## config.mk

```make
export PLATFORM = sky130hd
export DESIGN_NAME = bresenham_line_rasterizer_flat
export DESIGN_NICKNAME = d
export VERILOG_FILES = /design/src/rtl/blr_pkg.sv /design/src/rtl/blr_if.sv /design/src/rtl/blr_setup.sv /design/src/rtl/blr_address.sv /design/src/rtl/bresenham_line_rasterizer.sv /design/src/flat_wrapper.sv
export SDC_FILE = /design/constraint.sdc
export NUM_CORES = 1
export LEC_CHECK = 0
export BUFFER_PORTS_ARGS = -buffer_cell sky130_fd_sc_hd__buf_2
export CAP_MARGIN = 20
export CORE_AREA = 2 2 369 188
export CTS_BUF_LIST = sky130_fd_sc_hd__clkbuf_8
export DETAILED_ROUTE_END_ITERATION = 6
export DIE_AREA = 0 0 371 190
export PLACE_DENSITY = 0.46
export REMOVE_ABC_BUFFERS = 1
export SYNTH_ARGS = -nofsm -noshare
export SYNTH_HDL_FRONTEND = slang
export SYNTH_SLANG_ARGS = --single-unit
```

## constraint.sdc

```tcl
create_clock -name clk_i -period 7.4 [get_ports clk_i]
set_input_delay 1.48 -clock clk_i [delete_from_list [all_inputs] [get_ports clk_i]]
set_output_delay 1.48 -clock clk_i [all_outputs]
set_load 0.02 [all_outputs]
```

## src/rtl/blr_pkg.sv

```systemverilog
package blr_pkg;

  // Fixed field widths of the command and pixel words.
  localparam int unsigned CoordW = 12;
  localparam int unsigned ColorW = 32;
  localparam int unsigned AddrW  = 19;
  localparam int unsigned DecW   = 16;

  // Default screen size.
  localparam int unsigned ScreenWidthDef  = 640;
  localparam int unsigned ScreenHeightDef = 480;

  // Command codes.
  typedef enum logic [0:0] {
    CMD_START = 1'b0,
    CMD_STEP  = 1'b1
  } cmd_e;

  // Running line state kept between words.
  typedef struct packed {
    logic                     busy;
    logic                     x_major;
    logic signed [CoordW-1:0] cur_major;
    logic signed [CoordW-1:0] cur_minor;
    logic signed [CoordW-1:0] end_major;
    logic signed [DecW-1:0]   decision;
    logic signed [DecW-1:0]   step_small;
    logic signed [DecW-1:0]   step_large;
    logic                     minor_down;
    logic [ColorW-1:0]        color;
  } line_t;

  // One result word.
  typedef struct packed {
    logic                     produced;
    logic                     write_enable;
    logic [AddrW-1:0]         pixel_address;
    logic [ColorW-1:0]        pixel_color;
    logic signed [CoordW-1:0] pixel_x;
    logic signed [CoordW-1:0] pixel_y;
    logic                     last_pixel;
  } pixel_t;

endpackage

```

## src/rtl/blr_if.sv

```systemverilog
// Command channel: one word starts a line or asks for its next pixel.
interface blr_cmd_if
  import blr_pkg::*;
();
  logic                     valid;
  logic                     ready;
  logic [0:0]               command;
  logic signed [CoordW-1:0] start_x;
  logic signed [CoordW-1:0] start_y;
  logic signed [CoordW-1:0] end_x;
  logic signed [CoordW-1:0] end_y;
  logic [ColorW-1:0]        line_color;

  modport source (
    output valid, command, start_x, start_y, end_x, end_y, line_color,
    input  ready
  );
  modport sink (
    input  valid, command, start_x, start_y, end_x, end_y, line_color,
    output ready
  );
endinterface

// Pixel channel: one word per accepted command.
interface blr_pix_if
  import blr_pkg::*;
();
  logic                     valid;
  logic                     ready;
  logic                     produced;
  logic                     write_enable;
  logic [AddrW-1:0]         pixel_address;
  logic [ColorW-1:0]        pixel_color;
  logic signed [CoordW-1:0] pixel_x;
  logic signed [CoordW-1:0] pixel_y;
  logic                     last_pixel;

  modport source (
    output valid, produced, write_enable, pixel_address, pixel_color, pixel_x,
           pixel_y, last_pixel,
    input  ready
  );
  modport sink (
    input  valid, produced, write_enable, pixel_address, pixel_color, pixel_x,
           pixel_y, last_pixel,
    output ready
  );
endinterface

```

## src/rtl/blr_setup.sv

```systemverilog
module blr_setup
  import blr_pkg::*;
(
  input  logic signed [CoordW-1:0] start_x_i,
  input  logic signed [CoordW-1:0] start_y_i,
  input  logic signed [CoordW-1:0] end_x_i,
  input  logic signed [CoordW-1:0] end_y_i,
  input  logic [ColorW-1:0]        color_i,
  output line_t                    line_o
);

  logic signed [CoordW:0]   dx, dy;
  logic [CoordW:0]          w, h, dmaj, dmin;
  logic                     x_major;
  logic signed [CoordW-1:0] sma, smi, ema, emi;
  logic                     swap;
  logic signed [DecW-1:0]   dmaj_s, dmin_s;

  // Width and height of the line, one bit wider than a coordinate.
  always_comb begin
    dx = {end_x_i[CoordW-1], end_x_i} - {start_x_i[CoordW-1], start_x_i};
    dy = {end_y_i[CoordW-1], end_y_i} - {start_y_i[CoordW-1], start_y_i};
    w  = dx[CoordW] ? -dx : dx;
    h  = dy[CoordW] ? -dy : dy;
    x_major = (h <= w);
  end

  // Pick the major axis and order the endpoints so the major coordinate rises.
  always_comb begin
    if (x_major) begin
      sma = start_x_i; smi = start_y_i; ema = end_x_i; emi = end_y_i;
      dmaj = w; dmin = h;
    end else begin
      sma = start_y_i; smi = start_x_i; ema = end_y_i; emi = end_x_i;
      dmaj = h; dmin = w;
    end
    swap = (ema < sma);
  end

  // Load the decision terms and the first pixel position.
  always_comb begin
    dmaj_s = $signed(DecW'(dmaj));
    dmin_s = $signed(DecW'(dmin));
    line_o.x_major    = x_major;
    line_o.cur_major  = swap ? ema : sma;
    line_o.cur_minor  = swap ? emi : smi;
    line_o.end_major  = swap ? sma : ema;
    line_o.minor_down = swap ? (smi < emi) : (emi < smi);
    line_o.step_small = dmin_s <<< 1;
    line_o.step_large = (dmin_s - dmaj_s) <<< 1;
    line_o.decision   = (dmin_s <<< 1) - dmaj_s;
    line_o.busy       = (sma != ema);
    line_o.color      = color_i;
  end

endmodule

```

## src/rtl/blr_address.sv

```systemverilog
module blr_address
  import blr_pkg::*;
#(
  parameter int unsigned ScreenWidth  = ScreenWidthDef,
  parameter int unsigned ScreenHeight = ScreenHeightDef
) (
  input  logic signed [CoordW-1:0] x_i,
  input  logic signed [CoordW-1:0] y_i,
  output logic                     on_screen_o,
  output logic [AddrW-1:0]         addr_o
);

  // Screen coordinates need two bits beyond a pixel coordinate.
  localparam int unsigned ScrW = CoordW + 2;
  localparam logic signed [ScrW-1:0] HalfW  = ScrW'(ScreenWidth / 2);
  localparam logic signed [ScrW-1:0] HalfH  = ScrW'(ScreenHeight / 2);
  localparam logic signed [ScrW-1:0] LimW   = ScrW'(ScreenWidth);
  localparam logic signed [ScrW-1:0] LimH   = ScrW'(ScreenHeight);
  localparam logic [ScrW-2:0]        WidthC = (ScrW-1)'(ScreenWidth);

  logic signed [ScrW-1:0]  col, row;
  logic [2*(ScrW-1)-1:0]   prod, sum;

  // Centered, y-up coordinates to column and row.
  always_comb begin
    col = HalfW + ScrW'(x_i);
    row = HalfH - ScrW'(y_i);
    on_screen_o = (col >= 0) && (col < LimW) && (row >= 0) && (row < LimH);
  end

  // Row-major word offset; constant multiplier plus one add.
  always_comb begin
    prod   = row[ScrW-2:0] * WidthC;
    sum    = prod + (2*(ScrW-1))'(col[ScrW-2:0]);
    addr_o = on_screen_o ? sum[AddrW-1:0] : '0;
  end

endmodule

```

## src/rtl/bresenham_line_rasterizer.sv

```systemverilog
// Bresenham line rasterizer.
// Commands arrive on cmd_i (valid/ready). A start word loads both endpoints
// and a color and yields the line's first pixel; each step word yields the
// next pixel, advancing the major coordinate by one. Every accepted word
// gives exactly one word on pix_o: coordinates, color, frame-buffer address
// (row-major, screen-centered, y up), an on-screen write enable and a mark
// on the endpoint. A step word while no line is active gives an all-zero
// word with produced low.
// pix_o.valid rises in the cycle after a word is accepted. One word is taken
// every cycle while pix_o is not stalled: the line state is updated in the
// accepting cycle by one decision add and an increment, and the address
// costs one constant multiply and add ahead of the output register.
// When the receiver stalls, the output register holds its word and
// cmd_i.ready drops until that word is taken; it rises again in the same
// cycle the word leaves, so no bubble appears.
// Reset clears the line state and the output valid; the block is idle.
module bresenham_line_rasterizer
  import blr_pkg::*;
#(
  parameter int unsigned SCREEN_WIDTH  = ScreenWidthDef,
  parameter int unsigned SCREEN_HEIGHT = ScreenHeightDef
) (
  input  logic      clk_i,
  input  logic      rst_ni,
  blr_cmd_if.sink   cmd_i,
  blr_pix_if.source pix_o
);

  line_t  line_q, line_d, start_line, step_line;
  pixel_t pix_q, pix_d;
  logic   out_valid_q, out_valid_d;
  logic   accept;
  logic   is_start;
  logic signed [CoordW-1:0] px, py;
  logic   on_screen;
  logic [AddrW-1:0] addr;

  assign cmd_i.ready = !out_valid_q || pix_o.ready;
  assign accept      = cmd_i.valid && cmd_i.ready;
  assign is_start    = (cmd_i.command == CMD_START);

  // Line setup from the start word.
  blr_setup u_setup (
    .start_x_i (cmd_i.start_x),
    .start_y_i (cmd_i.start_y),
    .end_x_i   (cmd_i.end_x),
    .end_y_i   (cmd_i.end_y),
    .color_i   (cmd_i.line_color),
    .line_o    (start_line)
  );

  // One Bresenham step on the running line.
  always_comb begin
    step_line = line_q;
    step_line.cur_major = line_q.cur_major + CoordW'(1);
    if (line_q.decision < 0) begin
      step_line.decision = line_q.decision + line_q.step_small;
    end else begin
      step_line.decision  = line_q.decision + line_q.step_large;
      step_line.cur_minor = line_q.minor_down ? line_q.cur_minor - CoordW'(1)
                                              : line_q.cur_minor + CoordW'(1);
    end
    step_line.busy = (step_line.cur_major != line_q.end_major);
  end

  // Next line state: a start always loads, a step moves only a busy line.
  always_comb begin
    line_d = line_q;
    if (accept) begin
      if (is_start) begin
        line_d = start_line;
      end else if (line_q.busy) begin
        line_d = step_line;
      end
    end
  end

  // Pixel position from the new state.
  assign px = line_d.x_major ? line_d.cur_major : line_d.cur_minor;
  assign py = line_d.x_major ? line_d.cur_minor : line_d.cur_major;

  blr_address #(
    .ScreenWidth  (SCREEN_WIDTH),
    .ScreenHeight (SCREEN_HEIGHT)
  ) u_address (
    .x_i         (px),
    .y_i         (py),
    .on_screen_o (on_screen),
    .addr_o      (addr)
  );

  // Result word; an idle step gives all zeros.
  always_comb begin
    pix_d = '0;
    if (is_start || line_q.busy) begin
      pix_d.produced      = 1'b1;
      pix_d.write_enable  = on_screen;
      pix_d.pixel_address = addr;
      pix_d.pixel_color   = line_d.color;
      pix_d.pixel_x       = px;
      pix_d.pixel_y       = py;
      pix_d.last_pixel    = !line_d.busy;
    end
  end

  // Output valid follows accepts and drains on ready.
  always_comb begin
    out_valid_d = out_valid_q;
    if (accept) begin
      out_valid_d = 1'b1;
    end else if (pix_o.ready) begin
      out_valid_d = 1'b0;
    end
  end

  // Control state.
  always_ff @(posedge clk_i or negedge rst_ni) begin
    if (!rst_ni) begin
      line_q      <= '0;
      out_valid_q <= 1'b0;
    end else begin
      line_q      <= line_d;
      out_valid_q <= out_valid_d;
    end
  end

  // Output payload register.
  always_ff @(posedge clk_i) begin
    if (accept) begin
      pix_q <= pix_d;
    end
  end

  assign pix_o.valid         = out_valid_q;
  assign pix_o.produced      = pix_q.produced;
  assign pix_o.write_enable  = pix_q.write_enable;
  assign pix_o.pixel_address = pix_q.pixel_address;
  assign pix_o.pixel_color   = pix_q.pixel_color;
  assign pix_o.pixel_x       = pix_q.pixel_x;
  assign pix_o.pixel_y       = pix_q.pixel_y;
  assign pix_o.last_pixel    = pix_q.last_pixel;

endmodule

```

## src/flat_wrapper.sv

```systemverilog
// flat-port wrapper written by rule: the top's interface ports become plain ports
module bresenham_line_rasterizer_flat import blr_pkg::*;
#(
  parameter int unsigned SCREEN_WIDTH  = ScreenWidthDef,
  parameter int unsigned SCREEN_HEIGHT = ScreenHeightDef
)
  (clk_i, rst_ni, cmd_i_valid, cmd_i_command, cmd_i_start_x, cmd_i_start_y, cmd_i_end_x, cmd_i_end_y, cmd_i_line_color, cmd_i_ready, pix_o_valid, pix_o_produced, pix_o_write_enable, pix_o_pixel_address, pix_o_pixel_color, pix_o_pixel_x, pix_o_pixel_y, pix_o_last_pixel, pix_o_ready);
  blr_cmd_if cmd_i_i ();
  blr_pix_if pix_o_i ();
  input  logic clk_i;
  input  logic rst_ni;
  input wire logic [$bits(cmd_i_i.valid)-1:0] cmd_i_valid;
  input wire logic [$bits(cmd_i_i.command)-1:0] cmd_i_command;
  input wire logic [$bits(cmd_i_i.start_x)-1:0] cmd_i_start_x;
  input wire logic [$bits(cmd_i_i.start_y)-1:0] cmd_i_start_y;
  input wire logic [$bits(cmd_i_i.end_x)-1:0] cmd_i_end_x;
  input wire logic [$bits(cmd_i_i.end_y)-1:0] cmd_i_end_y;
  input wire logic [$bits(cmd_i_i.line_color)-1:0] cmd_i_line_color;
  output wire logic [$bits(cmd_i_i.ready)-1:0] cmd_i_ready;
  output wire logic [$bits(pix_o_i.valid)-1:0] pix_o_valid;
  output wire logic [$bits(pix_o_i.produced)-1:0] pix_o_produced;
  output wire logic [$bits(pix_o_i.write_enable)-1:0] pix_o_write_enable;
  output wire logic [$bits(pix_o_i.pixel_address)-1:0] pix_o_pixel_address;
  output wire logic [$bits(pix_o_i.pixel_color)-1:0] pix_o_pixel_color;
  output wire logic [$bits(pix_o_i.pixel_x)-1:0] pix_o_pixel_x;
  output wire logic [$bits(pix_o_i.pixel_y)-1:0] pix_o_pixel_y;
  output wire logic [$bits(pix_o_i.last_pixel)-1:0] pix_o_last_pixel;
  input wire logic [$bits(pix_o_i.ready)-1:0] pix_o_ready;
  assign cmd_i_i.valid = cmd_i_valid;
  assign cmd_i_i.command = cmd_i_command;
  assign cmd_i_i.start_x = cmd_i_start_x;
  assign cmd_i_i.start_y = cmd_i_start_y;
  assign cmd_i_i.end_x = cmd_i_end_x;
  assign cmd_i_i.end_y = cmd_i_end_y;
  assign cmd_i_i.line_color = cmd_i_line_color;
  assign cmd_i_ready = cmd_i_i.ready;
  assign pix_o_valid = pix_o_i.valid;
  assign pix_o_produced = pix_o_i.produced;
  assign pix_o_write_enable = pix_o_i.write_enable;
  assign pix_o_pixel_address = pix_o_i.pixel_address;
  assign pix_o_pixel_color = pix_o_i.pixel_color;
  assign pix_o_pixel_x = pix_o_i.pixel_x;
  assign pix_o_pixel_y = pix_o_i.pixel_y;
  assign pix_o_last_pixel = pix_o_i.last_pixel;
  assign pix_o_i.ready = pix_o_ready;
  bresenham_line_rasterizer #(.SCREEN_WIDTH(SCREEN_WIDTH), .SCREEN_HEIGHT(SCREEN_HEIGHT)) u_core (.clk_i(clk_i), .rst_ni(rst_ni), .cmd_i(cmd_i_i), .pix_o(pix_o_i));
endmodule
```

* Word-level counts from Yosys, hierarchy flattened *
Index checks and enable logic that the tools add are counted.

word-level totals
  flip-flop bits (word level) = 198
  input port bits = 85
  output and inout port bits = 80
  word-level logic and storage cells = 82

operators by class
  add/subtract/negate cells = 14
  multiply operators = 1
  order comparisons = 9
  eq/ne operators = 3
  multiplexer cells = 24
  bitwise operators = 1
  reductions and logical operators = 12

operators by type and width
  cell                      count
  $mux W119                 3
  $mux W12                  11
  $mux W78                  1
  $mux W13                  4
  $lt A12 B12 Y1            3
  $add A16 B16 Y16          2
  $ge A13 B1 Y1 const B     2
  $neg A13 Y13              2
  $sub A12 B12 Y13          2
  $add A12 B2 Y12 const B   2
  $ne A12 B12 Y1            2
  $add A19 B13 Y19          1
  $mux W19                  1
  $lt A16 B1 Y1 const B     1
  $mux W16                  1
  $sub A14 B13 Y15          1
  $sub A13 B13 Y14          1
  $add A10 B12 Y13 const A  1
  $le A13 B13 Y1            1
  $lt A13 B10 Y1 const B    1
  $lt A13 B11 Y1 const B    1
  $mul A13 B3 Y12 const B   1
  $sub A9 B12 Y13 const A   1
  $sub A12 B2 Y12 const B   1
  8 further kinds           17

* Logic depth before layout (Yosys ltp) *
  depth after elaboration = 17
  depth in mapped cells = 53
  mapped depth without buffers = 48

* Hierarchy *
A second synthesis with hierarchy kept.

unflattened totals
  cells, all modules = 2064
  area, all modules = 17007.6 µm²

by module, submodules not included
  module                     times used  cells an instance  area each (µm²)  seq. area each (µm²)
  bresenham_line_rasterizer  1           1034               9883.2           5345.1
  blr_setup                  1           845                5791.8           0.0
  blr_address                1           185                1332.5           0.0

* Least setup slack after synthesis *
OpenSTA, ideal clock, no wires.

  path type = input-to-reg
  from = in cmd_i_end_y[0]
  to = reg u_core.pix_q (netlist bit u_core.pix_o.pixel_address[18]), data pin
  setup time = 272 ps
  arrival time = 12131 ps
  data required time = 7128 ps
  setup slack = -5003 ps
  stages = 49
  path buffers = 7
  path through = inv_1 ha_1 fa_1 nor2b_1 o211a_1 o211ai_1 nand4b_1 or4b_1 nor4_1 ha_1 buf_4 nand4_4 or4_1 buf_2 buf_6 nand2_1 clkbuf_1 clkbuf_1 (+13 left out) ha_1 nand2_1 a211oi_1 nor2_1 xor2_1 inv_1 ha_1 fa_1 xor2_1 ha_1 nor2b_1 nor2_1 nor3b_1 nand3_1 xnor2_1 xnor2_1 xnor2_1 nor3_1

between the ends
  word-level cells in the longest chain between the ends = 16
  elaborated cells between the ends (all ways) = 27
  those cells by class = add/sub (5); mul (1); order compare (6); mux (11); reduce/logical (4)

RTL lines
  element                                                                   RTL line                          text
  start: declaration                                                        flat_wrapper.sv:17                input wire logic [$bits(cmd_i_i.end_y)-1:0] cmd_i_end_y;
  $sub A12 B12 Y13                                                          blr_setup.sv:22                   dy = {end_y_i[CoordW-1], end_y_i} - {start_y_i[CoordW-1], start_y_i};
  $neg A13 Y13                                                              blr_setup.sv:24                   h = dy[CoordW] ? -dy : dy;
  $mux W13                                                                  blr_setup.sv:24
  $le A13 B13 Y1                                                            blr_setup.sv:25                   x_major = (h <= w);
  $mux W12                                                                  blr_setup.sv:30                   if (x_major) begin
  $lt A12 B12 Y1                                                            blr_setup.sv:37                   swap = (ema < sma);
  $mux W12 (on tied branches)                                               blr_setup.sv:46, blr_setup.sv:45
  $mux W119 (*)                                                             bresenham_line_rasterizer.sv:70   if (is_start) begin
  $mux W119 (*)                                                             bresenham_line_rasterizer.sv:69   if (accept) begin
  parallel branches: the longest is 7 deep, another holds $add A19 B13 Y19  --
  end signal: assignment                                                    bresenham_line_rasterizer.sv:130  pix_q <= pix_d;
  end: declaration                                                          bresenham_line_rasterizer.sv:30   pixel_t pix_q, pix_d;

Mark *: on every way between the ends.
A chain may end at the register's enable or synchronous reset.

* Final worst setup path *
  from = in cmd_i_start_x[6]
  to = reg u_core.pix_q (netlist bit u_core.pix_o.pixel_address[17]), data pin

between the ends
  word-level cells in the longest chain between the ends = 16
  elaborated cells between the ends (all ways) = 27
  those cells by class = add/sub (5); mul (1); order compare (6); mux (11); reduce/logical (4)

RTL lines
  element                                                                   RTL line                          text
  start: declaration                                                        flat_wrapper.sv:14                input wire logic [$bits(cmd_i_i.start_x)-1:0] cmd_i_start_x;
  $sub A12 B12 Y13                                                          blr_setup.sv:21                   dx = {end_x_i[CoordW-1], end_x_i} - {start_x_i[CoordW-1], start_x_i};
  $neg A13 Y13                                                              blr_setup.sv:23                   w = dx[CoordW] ? -dx : dx;
  $mux W13                                                                  blr_setup.sv:23
  $le A13 B13 Y1                                                            blr_setup.sv:25
  $mux W12                                                                  blr_setup.sv:30
  $lt A12 B12 Y1                                                            blr_setup.sv:37
  $mux W12 (on tied branches)                                               blr_setup.sv:46, blr_setup.sv:45
  $mux W119 (*)                                                             bresenham_line_rasterizer.sv:70
  $mux W119 (*)                                                             bresenham_line_rasterizer.sv:69
  parallel branches: the longest is 7 deep, another holds $add A19 B13 Y19  --

Marks and branches as above.

==> impl_metrics.json <==
{
  "max_slew_margin": 0.3998,
  "final_util": 0.3941,
  "startpoint": "cmd_i_start_x[6]",
  "synth_fa_ha_area_frac": 0.1007,
  "yosysTopAreaCellShare": 0.1725,
  "ys_top_cells_by_count": "337 x nand2_1, 166 x nor2_1, 165 x a21oi_1, 123 x ha_1, 115 x dfrtp_1",
  "async_reset_ff_frac": 0.5959,
  "vias": 19033,
  "num_io_pins": 165,
  "synth_compound_area_frac": 0.2238,
  "io_buffers": 164,
  "place.detailed.hpwl_um": 61140,
  "crit_buf_inv": 19,
  "muxShareOfSynthArea": 0.02971,
  "cp-start-kind": "input port",
  "synth-edff-count": 78,
  "drv_slew": 0,
  "cts_root_buffer": "clkbuf_8",
  "yosys.area_share.simple": 0.2268,
  "clock_latency_ps": 560,
  "num_rows": 68,
  "antenna_left": 0,
  "numCtsBuffers": 17,
  "drc_errors": 0,
  "cts_tree": "yes",
  "cp.required_ps": 7710,
  "synth_ff_type": "dfrtp_1",
  "nets": 3053,
  "crit_top_cell": "buf_6",
  "place_congestion": 0.9468,
  "postSynthCellCount": 2051,
  "syn_area_um2": 16680,
  "cp_num_cells": 54,
  "crit_arrival_ps": 10930,
  "die_w_um": 371,
  "hold_class": "flop to flop",
  "synth.distinct_cells": 98,
  "holdCritStartpoint": "u_core.line_q[38]",
  "grt_max_degree": 56,
  "initial_utilization": 0.2460,
  "rr_startpoint": "u_core.line_q[32]",
  "worst_pin_slew_ps": 890.8,
  "ys_ff_latch": 193,
  "drtIter0Drc": 1998,
  "setup_viol": 78,
  "path_max_fanout": 6,
  "place_ws_ps": -4910,
  "cp_slowest_cell": "or4_4",
  "r2r_cells": 25,
  "routedWlPerCell_um": 21.09,
  "drive_above_1_share": 0.4493,
  "wl_um": 79370,
  "die_h_um": 190,
  "status": "complete, but fails checks",
  "synth_xor_area_frac": 0.05671,
  "synth_top_cell_by_area": "dfrtp_1",
  "violations": "negative setup slack",
  "antenna_found_initial": 1,
  "die-area_um2": 70490,
  "period_share": 1.436,
  "yosys_warnings": 0,
  "endpoint_kind": "flop",
  "critPathMaxStageDelay_ps": 590,
  "synth_area_leaders": "dfrtp_1 17%, edfxtp_1 14%, ha_1 9.2%",
  "clk_pin_slew_ps": 140,
  "post-route-min-period_ps": 10630,
  "rsz0062_at_grt": "true",
  "yosysMostFrequentCell": "nand2_1",
  "nFillCells": 6787,
  "synth.avg_cell_area_um2": 8.132,
  "grt_pass1_wl_um": 116700,
  "wl_met1_um": 43330,
  "holdPathStages": 2,
  "fmaxAchievable_ghz": 0.09412,
  "path_delay_family": "buffers and inverters",
  "grt_overflow_total": 0,
  "seq_area_frac_synth": 0.3130,
  "drt-vias-per-instance": 5.058,
  "critical_path_class": "input port to flop",
  "max-cap-violations": 0,
  "grt_pass1_vias": 18446,
  "fin_skew_ps": 30.04,
  "first_pass_iters": 6,
  "finalHoldViolations": 0,
  "coreArea_um2": 67810,
  "highest_layer": "met4",
  "wl_met2_um": 27330,
  "htreeDepth": 4,
  "synth_top_family_by_area": "simple AND/OR/NAND/NOR gates",
  "cts.path.max_buffers": 2,
  "cts.sinks": 193,
  "met3_length_um": 7607,
  "grtUsageTotal": 0.2217,
  "setup_slack_ps": -3225,
  "syn_to_final_growth_pct": 60.22
}
worst paths after layout:
| kind | end | slack, ps |
|---|---|---|
| worst max register to register | u_core.pix_o.pixel_address[18] | 1590 |
| worst min-delay path | u_core.line_q[38] | 480 |
| worst min register to register | u_core.line_q[38] | 480 |
| worst max-delay path | u_core.pix_o.pixel_address[17] | -3230 |
| max in group asynchronous | u_core.line_q[78] | 5500 |
| min in group asynchronous | u_core.line_q[20] | 850 |
registers in the layout (all words and copies together) (netlist names):
name and count:
u_core.line_q 114, u_core.pix_o.last_pixel 1, u_core.pix_o.pixel_address 19, u_core.pix_o.pixel_color 32, u_core.pix_o.pixel_x 12, u_core.pix_o.pixel_y 12, u_core.pix_o.produced 1, u_core.pix_o.valid 1
u_core.pix_o.write_enable 1
stage by stage:
stage / hold slack [ps] / cell area, um^2 / std cells / TNS (ps)
after global placement: 445.3 / 22570 / 3588 / -180430
after floorplan: 433.1 / 16230 / 1947 / -395140
after detailed placement: 456.1 / 22570 / 3588 / -196900
final: 480.7 / 26720 / 3763 / -75470
after global routing: 502.1 / 26720 / 3762 / -91630
after CTS: 485.5 / 25980 / 3768 / -74460
layer usage:
layer,track usage,vias to the layer above
li1,-,8989
met1,0.3675,9276
met2,0.2679,722
met3,0.06170,46
met4,0.04360,0
met5,0,-
worst register-to-register path: stages, from the launching register on:
cell and delay, ps:
dfrtp_1 660, inv_1 180, fa_1 490, nor2b_1 160, o31a_1 270, o21bai_1 180
a21oi_1 280, nor3_1 80, o311ai_0 610, o221ai_2 260, o32ai_2 240, buf_4 160
xor2_1 80, buf_4 180, ha_1 290, inv_1 60, o21bai_2 170, a21oi_4 90
nor2b_4 160, nor2_4 60, nor3b_4 210, nand3_1 160, xnor2_2 170, xnor2_1 180
xnor2_1 130, nor3_1 60
cell usage in the layout (no fill, tap or decap), types with 11 or more instances in the layout:
cell type / n
nor3_2: 27
nor4_1: 14
nor2b_1: 16
nor3_1: 41
xnor2_2: 17
o21ai_0: 70
mux2i_1: 13
xnor2_1: 62
nand2_1: 319
buf_4: 618
a21oi_1: 132
o21ai_1: 35
nand3_1: 46
nor2_1: 143
o21a_1: 20
mux2_2: 23
buf_2: 153
dfrtp_1: 115
ha_1: 89
inv_1: 82
o22ai_1: 18
ha_4: 31
o21bai_1: 11
and2_1: 22
nand4_1: 22
a21o_1: 39
o211ai_1: 14
nor2_2: 16
nand2b_1: 16
a21oi_2: 26
edfxtp_1: 78
buf_6: 74
nand2_2: 11
clkbuf_8: 17
xor2_1: 26
area by class of cell:
type | count | area [um^2] | share of cell area
multi-input cells | 1656 | 12770 | 0.4777
repair buffers | 872 | 6802 | 0.2545
flip-flops and latches | 193 | 5220 | 0.1953
well taps | 910 | 1139 | 0.04260
inverters | 98 | 380.4 | 0.01423
clock buffers | 17 | 234.0 | 0.008755
clock inverters | 15 | 177.7 | 0.006648
diodes | 2 | 5.005 | 0.0001873
timing repair:
item / in CTS / in global routing
hold endpoints to repair: 0 / 0
gates resized for setup: 394 / 157
setup buffers: 147 / 38
endpoints found under the setup margin: 103 / 100
hold buffers: 0 / 0
pin swaps: 185 / 90
gates cloned: 4 / 4
cell families after synthesis:
| kind of cell | count (synthesis) |
|---|---|
| simple gates | 810 |
| compound gates | 562 |
| buf+inv | 202 |
| flops | 193 |
| fa+ha+maj | 130 |
| xor+xnor | 108 |
| mux | 45 |
| other cells | 1 |
Power is not shown: default switching activity piles up to over one toggle a cycle in this logic, so the estimate is an artifact.
